File: src/hdl/rcr_pkg.sv
// ----------------------------------------------------------------------------
// rcr_pkg: shared constants, trig ROMs and control types
// Holds the map and screen geometry, the Q16.16 degree tables, the
// controller state type and the command and status words that join the
// controller to the datapath.
// ----------------------------------------------------------------------------
package rcr_pkg;

    // Geometry of the map, the fan of rays and the screen.
    localparam int MAP_SIDE    = 16;
    localparam int RAY_COUNT   = 60;
    localparam int SCREEN_ROWS = 160;
    localparam int HALF_RAYS   = RAY_COUNT / 2;
    localparam int CENTER_ROW  = SCREEN_ROWS / 2;

    // Datapath widths.
    localparam int CELL_W   = 4;
    localparam int TRIG_W   = 23;
    localparam int POS_W    = 40;
    localparam int DD_W     = 12;
    localparam int DIST_W   = 32;
    localparam int MUL_A_W  = 32;
    localparam int PROD_W   = MUL_A_W + TRIG_W;
    localparam int DIV_BITS = 30;
    localparam int CNT_W    = 5;

    // Slice height constant: 64 * round(207.85 * 2^16).
    localparam logic [DIV_BITS-1:0] SLICE_K = 30'd871786112;

    // Configuration register indexes.
    localparam int CFG_IDX_W = 8;
    localparam logic [CFG_IDX_W-1:0] CFG_MAP_ROWS_0_TO_3   = 8'd0;
    localparam logic [CFG_IDX_W-1:0] CFG_MAP_ROWS_4_TO_7   = 8'd1;
    localparam logic [CFG_IDX_W-1:0] CFG_MAP_ROWS_8_TO_11  = 8'd2;
    localparam logic [CFG_IDX_W-1:0] CFG_MAP_ROWS_12_TO_15 = 8'd3;
    localparam int CFG_REG_COUNT = 4;

    typedef logic [0:90][TRIG_W-1:0] t_trig_rom;

    // Unsigned long division by shift and subtract, used only while the
    // tables are built; both operands are nonnegative.
    function automatic longint udiv64(input longint num, input longint den);
        logic [63:0] rem;
        logic [63:0] quo;
        rem = '0;
        quo = '0;
        for (int b = 63; b >= 0; b--) begin
            rem = {rem[62:0], num[b]};
            if (rem >= 64'(den)) begin
                rem    = rem - 64'(den);
                quo[b] = 1'b1;
            end
        end
        return longint'(quo);
    endfunction

    // Sine of r degrees in Q16.16 from a nine-term series in Q28.
    function automatic longint sin_entry(input int r);
        longint x;
        longint term;
        longint sum;
        x    = udiv64(longint'(r) * 64'sd843314857 + 64'sd90, 64'sd180);
        term = x;
        sum  = x;
        for (int n = 1; n <= 8; n++) begin
            term = (term * x) >>> 28;
            term = (term * x) >>> 28;
            term = udiv64(term, longint'((2 * n) * (2 * n + 1)));
            if ((n % 2) == 1) begin
                sum = sum - term;
            end else begin
                sum = sum + term;
            end
        end
        if (sum < 0) begin
            sum = 0;
        end
        sum = (sum + 64'sd2048) >>> 12;
        if (sum > 64'sd65536) begin
            sum = 64'sd65536;
        end
        return sum;
    endfunction

    function automatic t_trig_rom build_sin();
        t_trig_rom rom;
        for (int r = 0; r <= 90; r++) begin
            rom[r] = TRIG_W'(sin_entry(r));
        end
        return rom;
    endfunction

    function automatic t_trig_rom build_tan();
        t_trig_rom rom;
        longint    sn;
        longint    cs;
        for (int r = 0; r <= 90; r++) begin
            sn = sin_entry(r);
            cs = sin_entry(90 - r);
            rom[r] = (r < 90 && cs > 0) ? TRIG_W'(udiv64(sn * 65536 + cs / 2, cs)) : '0;
        end
        return rom;
    endfunction

    function automatic t_trig_rom build_cot();
        t_trig_rom rom;
        longint    sn;
        longint    cs;
        for (int r = 0; r <= 90; r++) begin
            sn = sin_entry(r);
            cs = sin_entry(90 - r);
            rom[r] = (r > 0 && sn > 0) ? TRIG_W'(udiv64(cs * 65536 + sn / 2, sn)) : '0;
        end
        return rom;
    endfunction

    function automatic t_trig_rom build_csc();
        t_trig_rom rom;
        longint    sn;
        for (int r = 0; r <= 90; r++) begin
            sn = sin_entry(r);
            rom[r] = (r > 0 && sn > 0) ? TRIG_W'(udiv64((64'sd1 <<< 32) + sn / 2, sn)) : '0;
        end
        return rom;
    endfunction

    localparam t_trig_rom SIN_ROM = build_sin();
    localparam t_trig_rom TAN_ROM = build_tan();
    localparam t_trig_rom COT_ROM = build_cot();
    localparam t_trig_rom CSC_ROM = build_csc();

    // Datapath operations issued by the controller.
    typedef enum logic [3:0] {
        OP_IDLE,
        OP_LOAD,
        OP_RAY,
        OP_WALK_INIT,
        OP_WALK_POS,
        OP_WALK_STEP,
        OP_HIT_MUL,
        OP_HIT_SAT,
        OP_PICK,
        OP_COS_MUL,
        OP_COS_SAT,
        OP_DIV_STEP,
        OP_SLICE
    } t_dp_op;

    typedef struct packed {
        t_dp_op op;
        logic   vert;
    } t_dp_cmd;

    typedef struct packed {
        logic h_skip;
        logic v_skip;
        logic walk_exit;
        logic walk_hit;
        logic any_hit;
        logic dist_zero;
        logic div_done;
        logic last_ray;
        logic out_free;
    } t_dp_stat;

    typedef enum logic [4:0] {
        S_IDLE,
        S_RAY,
        S_H_INIT,
        S_H_POS,
        S_H_WALK,
        S_H_MUL,
        S_H_SAT,
        S_V_INIT,
        S_V_POS,
        S_V_WALK,
        S_V_MUL,
        S_V_SAT,
        S_PICK,
        S_COS_MUL,
        S_COS_SAT,
        S_DIV,
        S_EMIT
    } t_ctrl_state;

endpackage

File: src/hdl/grid_raycast_column_renderer.sv
// ----------------------------------------------------------------------------
// grid_raycast_column_renderer: wall slices for one frame of a grid ray caster
// Takes a viewer position and heading and returns one wall slice word per
// ray, in ray order, for a fan of rays one degree apart.
// ----------------------------------------------------------------------------
// One input word yields RAY_COUNT output words. Each ray passes through setup,
// selection, fisheye correction and output, one cycle per grid crossing in each
// of its two walks (at most 15 crossings each on a 16 by 16 map), and through
// the bit-serial slice divider when it hits a wall; a stalled output holds a
// ray until its word can be issued. The input is stalled for the whole frame.
// Write the map registers only while the block is idle; the block itself does
// not enforce this.
module grid_raycast_column_renderer import rcr_pkg::*; (
    input  logic                 i_clk,
    input  logic                 i_rst_n,
    input  logic                 i_cfg_we,
    input  logic [CFG_IDX_W-1:0] i_cfg_index,
    input  logic [63:0]          i_cfg_data,
    input  logic                 i_valid,
    output logic                 o_stall,
    input  logic [9:0]           i_viewer_x,
    input  logic [9:0]           i_viewer_y,
    input  logic [8:0]           i_heading_deg,
    output logic                 o_valid,
    input  logic                 i_stall,
    output logic [5:0]           o_column_index,
    output logic [7:0]           o_wall_top,
    output logic [7:0]           o_wall_bottom,
    output logic                 o_dark_side,
    output logic                 o_last_column
);

    t_dp_cmd           cmd;
    t_dp_stat          stat;
    logic [CELL_W-1:0] map_row;
    logic [CELL_W-1:0] map_col;
    logic              wall;

    // Sequencer.
    rcr_ctrl u_ctrl (
        .i_clk   (i_clk),
        .i_rst_n (i_rst_n),
        .i_valid (i_valid),
        .o_stall (o_stall),
        .i_stat  (stat),
        .o_cmd   (cmd)
    );

    // Wall bitmap.
    rcr_map u_map (
        .i_clk       (i_clk),
        .i_rst_n     (i_rst_n),
        .i_cfg_we    (i_cfg_we),
        .i_cfg_index (i_cfg_index),
        .i_cfg_data  (i_cfg_data),
        .i_row       (map_row),
        .i_col       (map_col),
        .o_wall      (wall)
    );

    // Datapath.
    rcr_dp u_dp (
        .i_clk          (i_clk),
        .i_rst_n        (i_rst_n),
        .i_cmd          (cmd),
        .o_stat         (stat),
        .i_viewer_x     (i_viewer_x),
        .i_viewer_y     (i_viewer_y),
        .i_heading_deg  (i_heading_deg),
        .i_wall         (wall),
        .o_map_row      (map_row),
        .o_map_col      (map_col),
        .i_stall        (i_stall),
        .o_valid        (o_valid),
        .o_column_index (o_column_index),
        .o_wall_top     (o_wall_top),
        .o_wall_bottom  (o_wall_bottom),
        .o_dark_side    (o_dark_side),
        .o_last_column  (o_last_column)
    );

endmodule

File: src/hdl/rcr_map.sv
// ----------------------------------------------------------------------------
// rcr_map: wall bitmap registers
// Four 64-bit configuration registers hold sixteen rows of sixteen wall bits;
// the datapath looks up one cell at a time.
// ----------------------------------------------------------------------------
module rcr_map import rcr_pkg::*; (
    input  logic                 i_clk,
    input  logic                 i_rst_n,
    input  logic                 i_cfg_we,
    input  logic [CFG_IDX_W-1:0] i_cfg_index,
    input  logic [63:0]          i_cfg_data,
    input  logic [CELL_W-1:0]    i_row,
    input  logic [CELL_W-1:0]    i_col,
    output logic                 o_wall
);

    logic [63:0] r_map [0:CFG_REG_COUNT-1];

    // Register writes; indexes beyond the map registers are ignored.
    always_ff @(posedge i_clk) begin
        if (!i_rst_n) begin
            for (int i = 0; i < CFG_REG_COUNT; i++) begin
                r_map[i] <= '0;
            end
        end else if (i_cfg_we && i_cfg_index <= CFG_MAP_ROWS_12_TO_15) begin
            r_map[i_cfg_index[1:0]] <= i_cfg_data;
        end
    end

    // Row r sits in register r/4 at bit (r%4)*16 + column.
    assign o_wall = r_map[i_row[3:2]][{i_row[1:0], i_col}];

endmodule

File: src/hdl/rcr_dp.sv
// ----------------------------------------------------------------------------
// rcr_dp: ray casting datapath
// Viewer registers, the shared grid walker, one shared multiplier, a
// restoring divider for the slice height and the output word register.
// ----------------------------------------------------------------------------
module rcr_dp import rcr_pkg::*; (
    input  logic              i_clk,
    input  logic              i_rst_n,
    input  t_dp_cmd           i_cmd,
    output t_dp_stat          o_stat,
    input  logic [9:0]        i_viewer_x,
    input  logic [9:0]        i_viewer_y,
    input  logic [8:0]        i_heading_deg,
    input  logic              i_wall,
    output logic [CELL_W-1:0] o_map_row,
    output logic [CELL_W-1:0] o_map_col,
    input  logic              i_stall,
    output logic              o_valid,
    output logic [5:0]        o_column_index,
    output logic [7:0]        o_wall_top,
    output logic [7:0]        o_wall_bottom,
    output logic              o_dark_side,
    output logic              o_last_column
);

    logic [9:0]                r_px;
    logic [9:0]                r_py;
    logic [8:0]                r_head;
    logic [5:0]                r_ray;
    logic [8:0]                r_ang;
    logic [6:0]                r_ref;
    logic [6:0]                r_off;
    logic                      r_up;
    logic                      r_right;
    logic                      r_vert;
    logic [DD_W-1:0]           r_dd;
    logic signed [5:0]         r_cell;
    logic signed [POS_W-1:0]   r_pos;
    logic signed [POS_W-1:0]   r_step;
    logic [PROD_W-1:0]         r_prod;
    logic                      r_hit_h;
    logic                      r_hit_v;
    logic [DIST_W-1:0]         r_dist_h;
    logic [DIST_W-1:0]         r_dist_v;
    logic [DIST_W-1:0]         r_d;
    logic                      r_dark;
    logic [DIST_W-1:0]         r_rem;
    logic [DIV_BITS-1:0]       r_quo;
    logic [CNT_W-1:0]          r_cnt;
    logic                      r_ovalid;
    logic [5:0]                r_o_col;
    logic [7:0]                r_o_top;
    logic [7:0]                r_o_bot;
    logic                      r_o_dark;
    logic                      r_o_last;

    logic signed [10:0]        ang_raw;
    logic [10:0]               ang_fix;
    logic [8:0]                ang;
    logic [8:0]                ref_wide;
    logic signed [6:0]         off_raw;
    logic [6:0]                off_abs;
    logic [6:0]                ref_cmp;
    logic [9:0]                coord;
    logic                      toward_low;
    logic [DD_W-1:0]           dd0;
    logic signed [5:0]         cell0;
    logic [TRIG_W-1:0]         init_trig;
    logic                      step_neg;
    logic signed [POS_W-1:0]   step_mag;
    logic signed [POS_W-1:0]   base;
    logic signed [POS_W-1:0]   off_prod;
    logic                      cell_dec;
    logic [POS_W-23:0]         pos_cell;
    logic                      walk_exit;
    logic [MUL_A_W-1:0]        mul_a;
    logic [TRIG_W-1:0]         mul_b;
    logic [PROD_W-17:0]        cos_shift;
    logic [DIST_W:0]           div_part;
    logic                      div_ge;
    logic [DIST_W:0]           div_diff;
    logic                      full;
    logic [7:0]                top_n;
    logic [8:0]                len9;
    logic [8:0]                room;
    logic [8:0]                bot_sum;
    logic [7:0]                bot_n;

    // Ray angle, reference angle and offset from the heading.
    assign ang_raw  = 11'({2'b00, r_head}) + 11'(HALF_RAYS) - 11'({5'b0, r_ray});
    assign ang_fix  = ang_raw[10] ? 11'(ang_raw + 11'sd360)
                    : (ang_raw >= 11'sd360) ? 11'(ang_raw - 11'sd360) : 11'(ang_raw);
    assign ang      = ang_fix[8:0];
    always_comb begin
        priority if (ang <= 9'd90) begin
            ref_wide = ang;
        end else if (ang <= 9'd180) begin
            ref_wide = 9'd180 - ang;
        end else if (ang <= 9'd270) begin
            ref_wide = ang - 9'd180;
        end else begin
            ref_wide = 9'd360 - ang;
        end
    end
    assign off_raw  = 7'(HALF_RAYS) - {1'b0, r_ray};
    assign off_abs  = off_raw[6] ? 7'(-off_raw) : 7'(off_raw);
    assign ref_cmp  = 7'd90 - r_ref;

    // Walk setup: the horizontal walk runs along y, the vertical one along x.
    assign coord      = i_cmd.vert ? r_px : r_py;
    assign toward_low = i_cmd.vert ? !r_right : r_up;
    assign dd0        = toward_low ? DD_W'(coord[5:0]) : DD_W'(7'd64 - {1'b0, coord[5:0]});
    assign cell0      = toward_low ? $signed({2'b00, coord[9:6]}) - 6'sd1
                                   : $signed({2'b00, coord[9:6]}) + 6'sd1;
    assign init_trig  = i_cmd.vert ? TAN_ROM[r_ref] : COT_ROM[r_ref];
    assign step_neg   = i_cmd.vert ? r_up : !r_right;
    assign step_mag   = $signed({11'b0, init_trig, 6'b0});
    assign base       = $signed({14'b0, (r_vert ? r_py : r_px), 16'b0});
    assign off_prod   = $signed(r_prod[POS_W-1:0]);
    assign cell_dec   = r_vert ? !r_right : r_up;

    // Current crossing: out of the map or on a wall cell.
    assign pos_cell  = r_pos[POS_W-1:22];
    assign walk_exit = r_pos[POS_W-1] || r_cell[5] || (r_cell >= 6'sd16)
                     || (r_cell >= $signed(6'(MAP_SIDE))) || (pos_cell >= 18'(MAP_SIDE));
    assign o_map_row = r_vert ? r_pos[22 +: CELL_W] : r_cell[CELL_W-1:0];
    assign o_map_col = r_vert ? r_cell[CELL_W-1:0] : r_pos[22 +: CELL_W];

    // Shared multiplier operand selection.
    always_comb begin
        mul_a = '0;
        mul_b = '0;
        unique case (i_cmd.op)
            OP_WALK_INIT: begin
                mul_a = MUL_A_W'(dd0);
                mul_b = init_trig;
            end
            OP_HIT_MUL: begin
                mul_a = MUL_A_W'(r_dd);
                mul_b = r_vert ? CSC_ROM[ref_cmp] : CSC_ROM[r_ref];
            end
            OP_COS_MUL: begin
                mul_a = r_d;
                mul_b = SIN_ROM[7'd90 - r_off];
            end
            default: begin
                mul_a = '0;
                mul_b = '0;
            end
        endcase
    end

    // Divider step and fisheye shift.
    assign cos_shift = r_prod[PROD_W-1:16];
    assign div_part  = {r_rem, SLICE_K[r_cnt - CNT_W'(1)]};
    assign div_ge    = div_part >= {1'b0, r_d};
    assign div_diff  = div_part - {1'b0, r_d};

    // Slice limits from the slice length.
    assign full    = (r_d == '0) || (r_quo[DIV_BITS-1:1] > 29'(CENTER_ROW));
    assign top_n   = 8'(CENTER_ROW) - r_quo[8:1];
    assign len9    = r_quo[8:0];
    assign room    = 9'(SCREEN_ROWS) - {1'b0, top_n};
    assign bot_sum = {1'b0, top_n} + len9;
    assign bot_n   = (len9 > room) ? 8'(SCREEN_ROWS) : bot_sum[7:0];

    // Working registers.
    always_ff @(posedge i_clk) begin
        unique case (i_cmd.op)
            OP_LOAD: begin
                r_px   <= i_viewer_x;
                r_py   <= i_viewer_y;
                r_head <= (i_heading_deg >= 9'd360) ? i_heading_deg - 9'd360 : i_heading_deg;
                r_ray  <= '0;
            end
            OP_RAY: begin
                r_ang   <= ang;
                r_ref   <= ref_wide[6:0];
                r_off   <= off_abs;
                r_up    <= ang < 9'd180;
                r_right <= (ang < 9'd90) || (ang > 9'd270);
                r_hit_h <= 1'b0;
                r_hit_v <= 1'b0;
            end
            OP_WALK_INIT: begin
                r_vert <= i_cmd.vert;
                r_dd   <= dd0;
                r_cell <= cell0;
                r_step <= step_neg ? -step_mag : step_mag;
                r_prod <= mul_a * mul_b;
            end
            OP_WALK_POS: begin
                r_pos <= (r_vert ? r_up : !r_right) ? base - off_prod : base + off_prod;
            end
            OP_WALK_STEP: begin
                r_pos  <= r_pos + r_step;
                r_dd   <= r_dd + DD_W'(64);
                r_cell <= cell_dec ? r_cell - 6'sd1 : r_cell + 6'sd1;
            end
            OP_HIT_MUL: begin
                r_prod <= mul_a * mul_b;
            end
            OP_HIT_SAT: begin
                if (r_vert) begin
                    r_hit_v  <= 1'b1;
                    r_dist_v <= (|r_prod[PROD_W-1:DIST_W]) ? '1 : r_prod[DIST_W-1:0];
                end else begin
                    r_hit_h  <= 1'b1;
                    r_dist_h <= (|r_prod[PROD_W-1:DIST_W]) ? '1 : r_prod[DIST_W-1:0];
                end
            end
            OP_PICK: begin
                // Equal distances go to the horizontal hit.
                if (r_hit_v && (!r_hit_h || r_dist_v < r_dist_h)) begin
                    r_d    <= r_dist_v;
                    r_dark <= 1'b1;
                end else begin
                    r_d    <= r_dist_h;
                    r_dark <= 1'b0;
                end
            end
            OP_COS_MUL: begin
                r_prod <= mul_a * mul_b;
            end
            OP_COS_SAT: begin
                r_d   <= (|cos_shift[PROD_W-17:DIST_W]) ? '1 : cos_shift[DIST_W-1:0];
                r_rem <= '0;
                r_quo <= '0;
                r_cnt <= CNT_W'(DIV_BITS);
            end
            OP_DIV_STEP: begin
                r_rem <= div_ge ? div_diff[DIST_W-1:0] : div_part[DIST_W-1:0];
                r_quo <= {r_quo[DIV_BITS-2:0], div_ge};
                r_cnt <= r_cnt - CNT_W'(1);
            end
            OP_SLICE: begin
                r_ray <= r_ray + 6'd1;
            end
            default: begin
            end
        endcase
    end

    // Output word register.
    always_ff @(posedge i_clk) begin
        if (!i_rst_n) begin
            r_ovalid <= 1'b0;
        end else if (i_cmd.op == OP_SLICE) begin
            r_ovalid <= 1'b1;
        end else if (!i_stall) begin
            r_ovalid <= 1'b0;
        end
    end

    always_ff @(posedge i_clk) begin
        if (i_cmd.op == OP_SLICE) begin
            r_o_col  <= r_ray;
            r_o_last <= r_ray == 6'(RAY_COUNT - 1);
            if (!(r_hit_h || r_hit_v)) begin
                r_o_top  <= 8'(CENTER_ROW);
                r_o_bot  <= 8'(CENTER_ROW);
                r_o_dark <= 1'b0;
            end else begin
                r_o_top  <= full ? 8'd0 : top_n;
                r_o_bot  <= full ? 8'(SCREEN_ROWS) : bot_n;
                r_o_dark <= r_dark;
            end
        end
    end

    assign o_valid        = r_ovalid;
    assign o_column_index = r_o_col;
    assign o_wall_top     = r_o_top;
    assign o_wall_bottom  = r_o_bot;
    assign o_dark_side    = r_o_dark;
    assign o_last_column  = r_o_last;

    // Status back to the controller.
    always_comb begin
        o_stat.h_skip    = (r_ang == 9'd0) || (r_ang == 9'd180);
        o_stat.v_skip    = (r_ang == 9'd90) || (r_ang == 9'd270);
        o_stat.walk_exit = walk_exit;
        o_stat.walk_hit  = !walk_exit && i_wall;
        o_stat.any_hit   = r_hit_h || r_hit_v;
        o_stat.dist_zero = r_d == '0;
        o_stat.div_done  = r_cnt == '0;
        o_stat.last_ray  = r_ray == 6'(RAY_COUNT - 1);
        o_stat.out_free  = !r_ovalid || !i_stall;
    end

    // A new word never overwrites one that is still waiting.
    a_slice_free: assert property (@(posedge i_clk) disable iff (!i_rst_n)
        (i_cmd.op == OP_SLICE) |-> (!r_ovalid || !i_stall))
        else $error("output word overwritten while stalled");

    // Slice limits stay ordered and on the screen.
    a_slice_order: assert property (@(posedge i_clk) disable iff (!i_rst_n)
        o_valid |-> (o_wall_top <= o_wall_bottom && o_wall_bottom <= 8'(SCREEN_ROWS)))
        else $error("wall slice limits out of order");

    // The divider only steps with bits left and a nonzero divisor.
    a_div_step: assert property (@(posedge i_clk) disable iff (!i_rst_n)
        (i_cmd.op == OP_DIV_STEP) |-> (r_cnt != '0 && r_d != '0))
        else $error("divider stepped past its last bit");

endmodule

File: src/hdl/rcr_ctrl.sv
// ----------------------------------------------------------------------------
// rcr_ctrl: ray casting sequencer
// Steps each ray through setup, the horizontal and vertical grid walks,
// distance selection, fisheye correction, division and output.
// ----------------------------------------------------------------------------
module rcr_ctrl import rcr_pkg::*; (
    input  logic     i_clk,
    input  logic     i_rst_n,
    input  logic     i_valid,
    output logic     o_stall,
    input  t_dp_stat i_stat,
    output t_dp_cmd  o_cmd
);

    t_ctrl_state r_state;
    t_ctrl_state n_state;

    // State register.
    always_ff @(posedge i_clk) begin
        if (!i_rst_n) begin
            r_state <= S_IDLE;
        end else begin
            r_state <= n_state;
        end
    end

    // Next state and datapath command.
    always_comb begin
        n_state    = r_state;
        o_cmd.op   = OP_IDLE;
        o_cmd.vert = 1'b0;
        unique case (r_state)
            S_IDLE: begin
                if (i_valid) begin
                    o_cmd.op = OP_LOAD;
                    n_state  = S_RAY;
                end
            end
            S_RAY: begin
                o_cmd.op = OP_RAY;
                n_state  = S_H_INIT;
            end
            S_H_INIT: begin
                if (i_stat.h_skip) begin
                    n_state = S_V_INIT;
                end else begin
                    o_cmd.op = OP_WALK_INIT;
                    n_state  = S_H_POS;
                end
            end
            S_H_POS: begin
                o_cmd.op = OP_WALK_POS;
                n_state  = S_H_WALK;
            end
            S_H_WALK: begin
                priority if (i_stat.walk_exit) begin
                    n_state = S_V_INIT;
                end else if (i_stat.walk_hit) begin
                    n_state = S_H_MUL;
                end else begin
                    o_cmd.op = OP_WALK_STEP;
                end
            end
            S_H_MUL: begin
                o_cmd.op = OP_HIT_MUL;
                n_state  = S_H_SAT;
            end
            S_H_SAT: begin
                o_cmd.op = OP_HIT_SAT;
                n_state  = S_V_INIT;
            end
            S_V_INIT: begin
                if (i_stat.v_skip) begin
                    n_state = S_PICK;
                end else begin
                    o_cmd.op   = OP_WALK_INIT;
                    o_cmd.vert = 1'b1;
                    n_state    = S_V_POS;
                end
            end
            S_V_POS: begin
                o_cmd.op = OP_WALK_POS;
                n_state  = S_V_WALK;
            end
            S_V_WALK: begin
                priority if (i_stat.walk_exit) begin
                    n_state = S_PICK;
                end else if (i_stat.walk_hit) begin
                    n_state = S_V_MUL;
                end else begin
                    o_cmd.op = OP_WALK_STEP;
                end
            end
            S_V_MUL: begin
                o_cmd.op = OP_HIT_MUL;
                n_state  = S_V_SAT;
            end
            S_V_SAT: begin
                o_cmd.op = OP_HIT_SAT;
                n_state  = S_PICK;
            end
            S_PICK: begin
                o_cmd.op = OP_PICK;
                n_state  = S_COS_MUL;
            end
            S_COS_MUL: begin
                if (!i_stat.any_hit) begin
                    n_state = S_EMIT;
                end else begin
                    o_cmd.op = OP_COS_MUL;
                    n_state  = S_COS_SAT;
                end
            end
            S_COS_SAT: begin
                o_cmd.op = OP_COS_SAT;
                n_state  = S_DIV;
            end
            S_DIV: begin
                if (i_stat.dist_zero || i_stat.div_done) begin
                    n_state = S_EMIT;
                end else begin
                    o_cmd.op = OP_DIV_STEP;
                end
            end
            S_EMIT: begin
                if (i_stat.out_free) begin
                    o_cmd.op = OP_SLICE;
                    n_state  = i_stat.last_ray ? S_IDLE : S_RAY;
                end
            end
            default: begin
                n_state = S_IDLE;
            end
        endcase
    end

    assign o_stall = r_state != S_IDLE;

endmodule

File: config.mk
export PLATFORM = sky130hd
export DESIGN_NAME = grid_raycast_column_renderer
export DESIGN_NICKNAME = d
export VERILOG_FILES = /design/src/hdl/rcr_pkg.sv /design/src/hdl/grid_raycast_column_renderer.sv /design/src/hdl/rcr_map.sv /design/src/hdl/rcr_dp.sv /design/src/hdl/rcr_ctrl.sv
export SDC_FILE = /design/constraint.sdc
export NUM_CORES = 2
export LEC_CHECK = 0
export BUFFER_PORTS_ARGS = -buffer_cell sky130_fd_sc_hd__buf_4
export CORE_MARGIN = 10
export CORE_UTILIZATION = 35
export CTS_CLUSTER_SIZE = 10
export DETAILED_ROUTE_END_ITERATION = 6
export SKIP_LAST_GASP = 1
export SLEW_MARGIN = 30
export SYNTH_ARGS = -nofsm -noshare
export SYNTH_HDL_FRONTEND = slang
export SYNTH_SLANG_ARGS = --single-unit
File: constraint.sdc
create_clock -name i_clk -period 27.5 [get_ports i_clk]
set_input_delay 2.75 -clock i_clk [delete_from_list [all_inputs] [get_ports i_clk]]
set_output_delay 2.75 -clock i_clk [all_outputs]
set_load 0.01 [all_outputs]
==> flow_summary.ini <==
[route]
detail-route-antenna-nets = 0
routed_via_density = 5.72
drt-pass1-iter-count = 7
vias = 57386
routed_wl_mm = 252
drtIter0Drc = 6470
wl_per_cell_um = 25.1
drc = 0

[sta]
finalSetupViolations = 0
rsz0062_at_grt = false
fin_tns_setup_ps = 0
period_minus_slack_ps = 13710
slew_headroom_pct = 30.3
clock_skew_ps = 32.0
fin_crit_sh_pct = 49.8
worst_pin_slew_ps = 1050
setup_ws_ps = 13790
hold_violations = 0
hold-worst-slack_ps = 535
slew_violations = 0
clock.fmax_mhz = 73.0

[synth]
synthFlopType = edfxtp_1
yosys_warnings = 0
synthesis.instances = 7346
postSynth.asyncResetShare_pct = 0
synthDistinctLibCells = 115
yosysSeqAreaShare_pct = 28.3
avgSynthCellArea_um2 = 9.40
synth_area_um2 = 69000
synth_edf_count = 647
synth-seq-cells = 653

[worst_setup_path]
r2r-start = u_dp.r_ref[1]
crit_slowest_cell = fa_1
endpoint = u_dp.r_prod[44]
crit_start = u_dp.r_ref[1]
critPathKind = reg2reg
cp.depth = 38
required_ps = 27960
crit_fanout = 33
r2r_end = u_dp.r_prod[44]
crit_top_cell = fa_1
cp.arrival_ps = 14170
cpLargestDelayFamily = adder cells
worst-path-buf-inv = 9
critPathMaxStageDelay_ps = 820
rrSetupSlack_ps = 13790
worstRegToRegCells = 38
worst_setup_path_start_kind = register
crit_path_end_kind = register

[clock_network]
clock-sinks = 653
htree_levels = 3
cts-root-buf = clkbuf_16
cts_tree = done
hold_buffers = 0
clk_latency_ps = 740
cts_inserted_buffers = 83
ctsResizeCount = 0
ctsLongestPathBuffers = 3
post-cts-setup-buffers = 0
clk_pin_slew_ps = 60

[floorplanning]
rows = 162
ios = 132
die_h_um = 464
core_um2 = 196000
die_w_um = 464
initial_core_util_pct = 35.3
die-area_um2 = 215000

[finish]
fin_util_pct = 38.9
drive_above_1_share_pct = 9.01
nets = 8508
areaGrowthSynthToFinish_pct = 10.2

[placement]
dp_hpwl_mm = 184
io_buffer_count = 131
pre_cts_ws_ps = 14220
gp_congestion = 1.02

[global_route]
track_usage_pct = 22.8
antenna_found_initial = 20
overflow = 0
grt_pass1_vias = 57856
grt_pass1_wl_mm = 379
grt_max_degree = 70

[power_and_ir_drop]
power_mw = 5.64
irDropWorstVdd_v = 0.0000782
pwr_density_cell_nw_per_um2 = 74.1
p_leak_nw = 32.0

[min_path]
hold_depth = 1
hold_path_class = reg2reg

[outcome]
status = completed

[run]
maxCapViolCount = 0
[layout make-up]
type                       instances  area [um2]
multi-input combinational       5440       45100
inverter                         890        3340
antenna                            3        7.51
timing repair buffer             291        2230
clock buffer                      97        2150
tap                             2624        3280
clock inverter                    31         379
fill                           19505      120000
sequential                       653       19500
[state kept, by name, summed over array words and instances, names as in the netlist, 6 cells and up]
| signal | count |
|---|---|
| u_dp.r_dist_v | 32 |
| u_dp.r_step | 34 |
| u_dp.r_cell | 6 |
| u_dp.o_wall_bottom | 8 |
| u_dp.r_pos | 34 |
| u_dp.r_py | 10 |
| u_dp.r_ang | 8 |
| u_dp.r_d | 32 |
| u_dp.r_ref | 7 |
| u_dp.r_head | 9 |
| u_dp.r_prod | 55 |
| u_dp.o_wall_top | 8 |
| u_dp.r_dist_h | 32 |
| u_dp.r_px | 10 |
| u_dp.r_rem | 32 |
| u_map.r_map | 256 |
| u_dp.r_off | 7 |
| u_dp.r_ray | 6 |
| u_dp.r_dd | 12 |
| u_dp.r_quo | 30 |
| u_dp.o_column_index | 6 |
[worst min-delay path by stage]
stage                  start                     end  slack, ps
3_5_place_dp     u_dp.r_dark        u_dp.o_dark_side        520
6_report         u_dp.r_dark        u_dp.o_dark_side        540
3_3_place_gp     u_dp.r_dark        u_dp.o_dark_side        510
5_1_grt          u_dp.r_dark        u_dp.o_dark_side        570
2_1_floorplan  u_dp.r_ray[3]  u_dp.o_column_index[3]        450
4_1_cts          u_dp.r_dark        u_dp.o_dark_side        540
[worst register-to-register path: cells and delay by family, from the launching register on]
family	cells	cell delay, ps
AOI/OAI and AO/OA	12	4090
xor gates and xnor gates	1	130
adders and majority gates	10	5110
buffers and inverters	9	2430
DFF	1	310
muxes	1	470
and+or+nand+nor	5	950
[Yosys cell counts (all sizes together) (39+ instances only)]
cell type | count | share of area [%]
clkbuf | 309 | 1.7
ha | 439 | 8.0
mux4 | 90 | 2.9
nand2b | 78 | 0.71
and3 | 92 | 0.84
and2 | 328 | 3.0
nand2 | 801 | 4.4
inv | 883 | 4.8
nand4 | 43 | 0.41
buf | 154 | 1.1
nor2b | 54 | 0.49
nor2 | 512 | 2.8
nor3 | 99 | 0.73
or3 | 43 | 0.39
mux2i | 125 | 1.8
fa | 604 | 18
a21oi | 397 | 2.9
xnor2 | 145 | 1.8
o311ai | 39 | 0.52
xor2 | 84 | 1.1
a21o | 111 | 1.2
o211ai | 71 | 0.78
edfxtp | 647 | 28
o21ai | 324 | 2.3
a31oi | 83 | 0.76
a211oi | 103 | 1.1
nand3 | 116 | 0.85
[power breakdown]
group / switching, mW / leakage, nW / total [mW] / internal, mW
clock network: 0.460 / 1.23 / 1.06 / 0.596
registers: 0.0466 / 6.41 / 1.26 / 1.21
logic: 2.25 / 24.3 / 3.32 / 1.07
total: 2.75 / 32.0 / 5.64 / 2.88
[layer usage]
layer / up-vias / part of all wire (%) / GRT usage (%)
met5: - / 0.11 / 0
met1: 28691 / 41 / 30.6
li1: 25262 / - / -
met2: 2758 / 45 / 35.7
met3: 649 / 9.1 / 4.73
met4: 26 / 5.1 / 9.71
[layout by cell type, fill, tap and decap left out, types with 34 or more instances in the layout]
cell       synthesis  final
inv_1            880    878
nand2_1          799    795
edfxtp_1         647    647
fa_1             604    604
nor2_1           510    490
ha_1             439    438
a21oi_1          397    393
and2_1           327    327
o21ai_0          309    305
buf_4              4    285
xnor2_1          145    135
mux2i_1          124    120
nand3_1          115    112
a21o_1           111    111
a211oi_1         102    102
conb_1             2    102
nor3_1            97     94
and3_1            91     90
mux4_2            90     90
clkbuf_16          0     84
a31oi_1           82     82
xor2_1            82     81
nand2b_1          78     76
o211ai_1          70     70
nor2b_1           54     54
or3_1             43     43
nand4_1           41     41
nor4_1            36     35
o21a_1            35     34
o311ai_0          36     34
[cells by family after synthesis]
logic type | Yosys count | share of synthesized area (%)
simple gates | 2299 | 16.0
compound gates | 1535 | 14.6
buf+inv | 1353 | 7.60
fa+ha+maj | 1044 | 25.5
flops | 653 | 28.3
mux | 231 | 5.02
xor+xnor | 229 | 2.93
other cells | 2 | 0.0109
[through the flow]
stage	area, um2	instances
global route	76100	10026
floorplan	69400	7446
CTS	76000	10025
finish	76100	10029
global placement	73300	9896
detailed placement	73500	9897
No activity file was read; power rests on OpenSTA's default activity.
